--- config.mk ---
export PLATFORM = sky130hd
export DESIGN_NAME = wrt_ram
export DESIGN_NICKNAME = d
export VERILOG_FILES = /design/src/sv/wrt_ram.sv
export SDC_FILE = /design/constraint.sdc
export NUM_CORES = 1
export LEC_CHECK = 0
export BUFFER_PORTS_ARGS = -buffer_cell sky130_fd_sc_hd__buf_2
export CELL_PAD_IN_SITES_DETAIL_PLACEMENT = 0
export CELL_PAD_IN_SITES_GLOBAL_PLACEMENT = 1
export CORE_UTILIZATION = 55
export DETAILED_ROUTE_END_ITERATION = 12
export PLACE_DENSITY_LB_ADDON = 0.1
export SYNTH_ARGS = -nofsm -noshare
export SYNTH_HDL_FRONTEND = slang
export SYNTH_SLANG_ARGS = --single-unit
export TNS_END_PERCENT = 100
--- constraint.sdc ---
create_clock -name clk -period 2.25 [get_ports clk]
set_clock_uncertainty 0.2 [all_clocks]
set_input_delay 0 -clock clk [delete_from_list [all_inputs] [get_ports clk]]
set_output_delay 0 -clock clk [all_outputs]
set_load 0.02 [all_outputs]
--- src/sv/wrt_ram.sv ---
// ----------------------------------------------------------------------------
// wrt_ram: generic simple dual-port RAM
// One write port, one read port, read data registered.
// ----------------------------------------------------------------------------
module wrt_ram #(
  parameter int WIDTH = 8,
  parameter int DEPTH = 64
) (
  input  logic                                    clk,
  input  logic                                    we,
  input  logic [$clog2(DEPTH > 1 ? DEPTH : 2)-1:0] waddr,
  input  logic [WIDTH-1:0]                        wdata,
  input  logic [$clog2(DEPTH > 1 ? DEPTH : 2)-1:0] raddr,
  output logic [WIDTH-1:0]                        rdata
);

  logic [WIDTH-1:0] mem_r [DEPTH];
  logic [WIDTH-1:0] rdata_r;

  always_ff @(posedge clk) begin
    if (we) begin
      mem_r[waddr] <= wdata;
    end
    rdata_r <= mem_r[raddr];
  end

  assign rdata = rdata_r;

endmodule

==> results of run 1 <==
-- registers in the layout (all words and copies together), names as in the netlist --
name   flops
mem_r    512
rdata      8
-- cell type report --
type                    instances  area share
repair buffers                180     0.06266
well taps                     461     0.02454
multi-input cells             369      0.1846
clock buffers                  61     0.05584
flip-flops and latches        520      0.6610
clock inverters                29     0.01139
-- worst max path at each step --
stage,slack [ns],from,depth (start not counted),end
floorplan,0.36,mem_r[29][4],5,rdata[4]
global placement,-0.27,raddr[0],7,rdata[6]
detailed placement,-0.28,raddr[0],7,rdata[3]
CTS,0.03,waddr[0],6,mem_r[54][0]
global route,0.002,mem_r[44][1],5,rdata[1]
finish,0.06,mem_r[28][6],5,rdata[6]
-- layout by cell type, fill, tap and decap left out, drive strengths merged, types with 4 or more instances in the layout --
cell and instances:
nor2 83, nor2b 14, a211oi 4, dfxtp 8, mux4 126, clkinv 20
o21ai 4, o221ai 8, edfxtp 512, nor3 7, nand2b 7, mux2i 23
nand3 13, mux2 13, bufinv 4, nand2 19, a221oi 6, buf 157
dlygate4sd3 22, clkbuf 62, o22ai 8
-- report_power, final --
part	internal (mW)	total [mW]	switching, mW
clock	4.62	8.09	3.47
sequential	10.7	10.8	0.0384
combinational	0.467	1.12	0.653
-- per-layer routing --
| layer | vias up | part of all wire | GRT usage | wire length (um) |
|---|---|---|---|---|
| met2 | 400 | 0.48 | 0.3976 | 21750 |
| met3 | 63 | 0.070 | 0.03766 | 3175 |
| met4 | 0 | 0.019 | 0.06874 | 864 |
| met1 | 5378 | 0.43 | 0.3833 | 19800 |
| li1 | 4281 | - | - | - |
| met5 | - | 0 | 0 | 0 |
-- worst max-delay path, stage by stage (launching register included) --
cell	delay, ns
sky130_fd_sc_hd__edfxtp_1	0.37
sky130_fd_sc_hd__mux4_2	0.47
sky130_fd_sc_hd__mux2_2	0.28
sky130_fd_sc_hd__o221a_2	0.31
sky130_fd_sc_hd__nor3_4	0.29
sky130_fd_sc_hd__o32ai_1	0.13
-- logic make-up (layout without fill, tap and decap cells) --
| kind of cell | after synthesis | count (layout) |
|---|---|---|
| muxes | 162 | 162 |
| and+or+nand+nor | 153 | 153 |
| AOI/OAI and AO/OA | 54 | 54 |
| buffers and inverters | 51 | 270 |
| DFF | 520 | 520 |
-- what timing repair did --
item / CTS / global route
hold buffers: 23 / 0
endpoints found under the hold margin: 423 / 0
endpoints found under the setup margin: 3 / 4
pin swaps: 0 / 0
resized for setup: 5 / 1
==> reports/summary.md, run 1 <==
The run finished, with violations left. The checks that failed: design-rule violations. The detail route stage leaves a number of antenna-violating nets equal to 0. CTS built an H-tree with a depth of 2.

For flop-to-flop paths, the worst setup slack is 0.06 ns. The compound-cell area share of the yosys netlist is 0.02072. The number of global-route vias before repair is 10539, and the effective utilization at floorplan is 0.5629. The cell count of the worst reg-to-reg path works out to 5. Summing all placed instances gives a cell area of 0.02168 mm2. The first detailed-routing pass took 11 iterations.

The total number of clock tree sinks is 520, and the top-area cell type share of the netlist area is 0.7624. The total via count after detailed routing is 10122, and the adder-cell share of the synthesized area is 0. The detailed router finished its first iteration with 931 violations.

The share of cell area taken by muxes after synthesis was 0.1594; the combined global-route utilization of all metal layers was 0.2550. For the worst setup path, the data arrival time is 2.44 ns. Worst setup path category: reg2reg. The run gives 0.03744 mm2 as the area of the die. Setup repair after global routing left no endpoint under its margin.

In this run the core area contains 69 standard-cell rows. The basic-gate share of the synthesized area counting and, or, nand and nor cells works out to 0.03388. Width of the die: 193.5 um. Counting I/O delays and the setup requirement, the final critical path takes 2.193 ns. The proportion of register bits with asynchronous set or reset after synthesis was 0; the number of remaining DRC errors was 2. The finished layout holds 1620 standard cells, fillers aside. For this run, the post-layout net count is 1143. For the static power due to leakage, the log shows 7.646 nW. The layout has 2343 filler cells. The first global-routing pass estimated 68.78 mm of wire. The worst setup path is captured at a flop. Input and output buffers added on the ports amount to 29.

After clock tree synthesis, the setup repair step added 0 buffers. The sequential cell area fraction in the yosys report came out at 0.7703. Share of layout cells above drive strength 1: 0.3253. After synthesis, the largest family of logic cells by area is multiplexers. Average wire per cell in the routed design: 28.14 um.

TritonCTS built the clock tree. The number of hold violations in the final report is 0, and the final worst hold slack is 0.04984 ns. Once placement completed, the tool counted placed cells totaling 1508.

The average instance in the mapped netlist occupies 21.45 um2. In this run the worst hold path is classified as in2reg. Routability-driven placement finished with a final weighted congestion of 0.8345.

Using the TritonRoute via totals, the vias-per-cell ratio works out to 6.248. Summing all flip-flop and latch instances after layout gives 0.01553 mm2. The final max-slew violation count was 0; the cell count of the worst hold path was 4. The logs give 2.50 ns for the worst endpoint required time and 0.59 ns for the source-to-sink clock delay at the later pin of the worst-skew pair.

The tools report the worst vdd rail ir drop as 0.7054 mV. Final worst-path setup slack: 0.05681 ns. The netlist area before placement was 0.02017 mm2.

The power per standard cell area is 849.6 mW/mm2, and the final wirelength is 45.59 mm. For hold timing, the worst endpoint is mem_r[11][0]. Detailed placement finished with a half-perimeter wire length of 29.80 mm.

The multi-input gate area in the final layout was 0.004339 mm2. The dominant cell type by area after synthesis is sky130_fd_sc_hd__edfxtp_1. Die extent in y: 193.5 um. Among all cell types in the netlist, the one instantiated most often is sky130_fd_sc_hd__edfxtp_1. Synthesis produced a netlist with a net count of 962.

Number of flops mapped to enable cells by yosys: 512. The post-layout instance area was 0.02350 mm2. In this run the critical register-to-register path is captured at rdata[6].

Setup violations remaining at the end of the flow were counted as 0. The startpoint of the tightest hold check path is waddr[3]. The post-route fraction of the period consumed by the critical path works out to 0.9747.

The tools report the startpoint of the worst register-to-register path as mem_r[28][6]. The worst setup timing slack at the placement stage was -0.2797 ns. The relative slew slack is 0.5047. Counting distinct cell types in the post-synthesis netlist gives 40.

After synthesis the netlist holds a flip-flop and latch count of 520. Power comes to 19.97 mW. Among all flip-flop cells after synthesis, the most frequent one is sky130_fd_sc_hd__edfxtp_1.

The fraction of synthesized cell area in xor and xnor cells came out at 0. Sorting the synthesized cells by how often they occur yields 512 x sky130_fd_sc_hd__edfxtp_1, 126 x sky130_fd_sc_hd__mux4_2, 83 x sky130_fd_sc_hd__nor2_1. The area growth from synthesis to layout was 16.55%. The root buffer cell chosen for the clock tree is sky130_fd_sc_hd__clkbuf_16.

The worst setup path is launched from a flop. In this run, CTS created clock tree buffers numbering 50. After synthesis, the cell types taking the most area are sky130_fd_sc_hd__edfxtp_1 76%, sky130_fd_sc_hd__mux4_2 14%, sky130_fd_sc_hd__nor2_1 1.5%, sky130_fd_sc_hd__mux2i_1 1.1%, sky130_fd_sc_hd__dfxtp_1 0.79%.

The repair_antennas step left the layout with diodes totalling 0. The logs give 0 for the total global routing overflow and 940 for the count of mapped cells out of synthesis. The total of warnings raised by yosys was 0. The top-level port count came out at 30. The logs give 0 for the initial antenna violation count and 40 for the largest net degree at the start of global routing.

Summed over all failing endpoints, the final setup total negative slack is 0 ns. At the pin with the least slew margin, the transition time is 0.7429 ns. The run gives 0 as the number of max-cap violations.

The total core area is 0.03583 mm2, and the critical-path maximum fanout is 1. For the worst-case clock buffer depth, the log shows 3. The core occupancy in the finished layout came out at 0.6560. After clock tree synthesis, the clock-pin slew on the worst setup and hold paths is 0.07 ns. Based on the critical path, the design can be clocked at up to 456.0 MHz.
Power figures use the tool's default switching activity.
==> run 2: changes to the inputs <==
--- a/config.mk
+++ b/config.mk
@@ -6,9 +6,9 @@
 export NUM_CORES = 1
 export LEC_CHECK = 0
 export BUFFER_PORTS_ARGS = -buffer_cell sky130_fd_sc_hd__buf_2
-export CELL_PAD_IN_SITES_DETAIL_PLACEMENT = 0
-export CELL_PAD_IN_SITES_GLOBAL_PLACEMENT = 1
-export CORE_UTILIZATION = 55
+export CELL_PAD_IN_SITES_DETAIL_PLACEMENT = 2
+export CELL_PAD_IN_SITES_GLOBAL_PLACEMENT = 2
+export CORE_UTILIZATION = 50
 export DETAILED_ROUTE_END_ITERATION = 12
 export PLACE_DENSITY_LB_ADDON = 0.1
 export SYNTH_ARGS = -nofsm -noshare
==> reports/summary.md, run 2 (same netlist as run 1, synthesis figures left out) <==
The worst min-delay path category is in2reg (unchanged). Static power due to leakage: 7.682 nW (was 7.646 nW). The final worst-path setup slack is -0.06543 ns (was 0.05681 ns). Commonest non-fill, non-tap cells in the layout: 512 x sky130_fd_sc_hd__edfxtp_1, 126 x sky130_fd_sc_hd__mux4_2, 112 x sky130_fd_sc_hd__buf_4 (was 512 x sky130_fd_sc_hd__edfxtp_1, 126 x sky130_fd_sc_hd__mux4_2, 121 x sky130_fd_sc_hd__buf_4). The top-level port count was 30 (unchanged); the clock network power share was 0.429 (was 0.405). The number of max-cap violations was 0 (unchanged); the count of antenna diodes in the layout was 0 (unchanged). The tools report the number of global-route vias before repair as 11795 (was 10539). Category of the worst setup path capture point: a flop (unchanged). The critical path data arrival time was 2.59 ns (was 2.44 ns); the total core area was 0.03973 mm2 (was 0.03583 mm2). The logs give 38.09 mm (was 29.80 mm) for the detailed placement HPWL and 21.03 mW (was 19.97 mW) for the overall power consumption.

The share of total power consumed by net switching came out at 0.2238 (was 0.2086). The combined global-route utilization of all metal layers is 0.3277 (was 0.2550). The minimum clock period after layout was 2.315 ns (was 2.193 ns).

The proportion of power drawn by combinational gates came out at 0.059 (was 0.056). The multi-input gate area in the final layout is 0.004359 mm2 (was 0.004339 mm2), and the switching power of the nets is 4.707 mW (was 4.166 mW). Violations in the final reports: negative setup slack (was design-rule violations).

The logs give 65.15 mm (was 45.59 mm) for the final wirelength and -0.2622 ns (was -0.2797 ns) for the worst setup timing slack at the placement stage. The initial antenna violation count was 1 (was 0). The total global routing overflow is 0 (unchanged).

Power per standard cell area: 888.6 mW/mm2 (was 849.6 mW/mm2). For the source-to-sink clock delay at the later pin of the worst-skew pair, the log shows 0.61 ns (was 0.59 ns). The run gives 2 (was 0) as the final setup violation count. The post-route fraction of the period consumed by the critical path came out at 1.029 (was 0.9747). The highest attainable clock frequency was 431.9 MHz (was 456.0 MHz); the worst endpoint required time was 2.53 ns (was 2.50 ns). The flip-flop count of the largest register after layout is 512 (unchanged). The run gives 0 (was 2) as the number of remaining DRC errors.

The number of nets in the layout is 1133 (was 1143). The average wire per cell in the routed design is 38.75 um (was 28.14 um). The remaining antenna violation count is 0 (unchanged), and the first-pass detailed-route iteration total is 5 (was 11).

The tools report the area of the die as 0.04114 mm2 (was 0.03744 mm2). The flow ran to the end, but the final reports show violations. Startpoint type of the worst setup path: a flop (unchanged). The final worst hold slack was 0.09258 ns (was 0.04984 ns); the total negative slack for setup checks was -0.06916 ns (was 0 ns). The worst setup path category is reg2reg (unchanged). The die extent in y was 202.8 um (was 193.5 um); the global-route wire length before repair was 92.45 mm (was 68.78 mm).

Internal power consumption: 16.33 mW (was 15.80 mW). Buffers inserted during post-CTS setup optimization: 0 (unchanged). Number of core rows: 73 (was 69). The most common cell after layout, fill and taps aside was sky130_fd_sc_hd__edfxtp_1 (unchanged). The cell type of the slowest stage on the worst timing path was sky130_fd_sc_hd__a2111oi_1 (was sky130_fd_sc_hd__mux4_2). The via-per-instance ratio is 6.549 (was 6.248). The number of hold violations in the final report is 0 (unchanged).

For the violation count after the first detailed-route iteration, the log shows 1250 (was 931). The transition time of the tightest slew-check pin came out at 0.9766 ns (was 0.7429 ns). Worst-case clock buffer depth: 3 (unchanged). The largest net degree at the start of global routing came out at 65 (was 40). The area growth from synthesis to layout was 17.38% (was 16.55%); the number of port buffers was 29 (unchanged). The critical-path maximum fanout came out at 1 (unchanged). Ordered cell list for the critical path: mux4_2 > nor2b_1 > a2111oi_1 > buf_4 > o41ai_1 (was mux4_2 > mux2_2 > o221a_2 > nor3_4 > o32ai_1). The stage delay of the slowest cell on the critical path is 0.61 ns (was 0.47 ns).

The worst vdd rail ir drop came out at 0.8337 mV (was 0.7054 mV). The run gives 11009 (was 10122) as the total via count after detailed routing. The layout filler cell count is 3159 (was 2343).

The share of layout cells above drive strength 1 works out to 0.3235 (was 0.3253). The routability-driven placement congestion ratio is 0.8118 (was 0.8345). The tools report the relative slew slack as 0.3490 (was 0.5047). The total number of clock tree sinks was 520 (unchanged); the sequential share of power was 0.512 (was 0.539). The tools report the CTS H-tree depth as 2 (unchanged). Post-CTS clock slew at the launch and capture registers of the worst setup and hold paths: 0.07 ns (about the same). For the area occupied by registers, the log shows 0.01553 mm2 (unchanged). TritonCTS built the clock tree.

The number of buffers inserted during clock tree synthesis came out at 53 (was 50). The final max-slew violation count is 0 (unchanged), and the width of the die is 202.8 um (was 193.5 um). Effective utilization at floorplan: 0.5076 (was 0.5629).

The root buffer cell is sky130_fd_sc_hd__clkbuf_16 (unchanged). Most flop-heavy register: mem_r (unchanged).
==> run 2: changes by cell type in the layout (fill, tap and decap cells not counted), sizes merged <==
| cell | before | now |
|---|---|---|
| bufinv | 4 | 6 |
| buf | 157 | 150 |
| clkinvlp | 3 | 2 |
| clkbuf | 62 | 63 |
| clkinv | 20 | 28 |
| dlygate4sd3 | 22 | 16 |
==> run 2: worst max-delay path, delay by kind of cell, from the launching register on <==
family          cells  cell delay [ns]
mux                 1             0.51
buf+inv             1             0.22
compound gates      2             0.70
flops               1             0.39
simple gates        1             0.16
==> run 2: path summary, 6_finish.rpt <==
| check | start | end | slack [ns] | cells after the start |
|---|---|---|---|---|
| worst max-delay path | mem_r[3][5] | rdata[5] | -0.07 | 5 |
| worst min-delay path | waddr[3] | mem_r[8][0] | 0.09 | 4 |
| worst max register to register | mem_r[3][5] | rdata[5] | -0.07 | 5 |
| worst min register to register | mem_r[2][7] | rdata[7] | 0.75 | 4 |
==> run 2: area by class of cell <==
class	count	area share
clock inverters	38	0.01411
multi-input cells	369	0.1841
repair buffers	167	0.05851
clock buffers	62	0.05925
well taps	525	0.02775
flip-flops and latches	520	0.6562
==> run 2: per-stage QoR <==
stage | util | instances | area (um2)
after floorplan | - | 940 | 20170
after global placement | 0.5470 | 1565 | 21730
after detailed placement | 0.5470 | 1565 | 21730
after CTS | 0.5958 | 1682 | 23670
after global routing | 0.5958 | 1681 | 23670
final | 0.5958 | 1681 | 23670
==> run 2: power by group through the flow <==
stage / clock [mW] / combinational (mW) / sequential [mW]
floorplan: 0 / 0.571 / 11.0
global placement: 0 / 1.07 / 11.0
detailed placement: 0 / 1.15 / 11.0
CTS: 9.15 / 1.22 / 10.8
global route: 9.44 / 1.27 / 10.8
finish: 9.03 / 1.23 / 10.8
==> run 2: repair_timing <==
action,4_1_cts,5_1_grt
setup endpoints to repair,4,6
pin swaps,2,0
hold endpoints to repair,514,0
resized for setup,7,3
hold buffers,17,0
==> run 2: metal layers <==
metal / track usage / share of wire / vias to the layer above
met3: 0.05875 / 0.076 / 120
li1: - / - / 4275
met1: 0.4477 / 0.40 / 5985
met2: 0.5357 / 0.49 / 627
met5: 0 / 0.00018 / -
met4: 0.1133 / 0.034 / 2
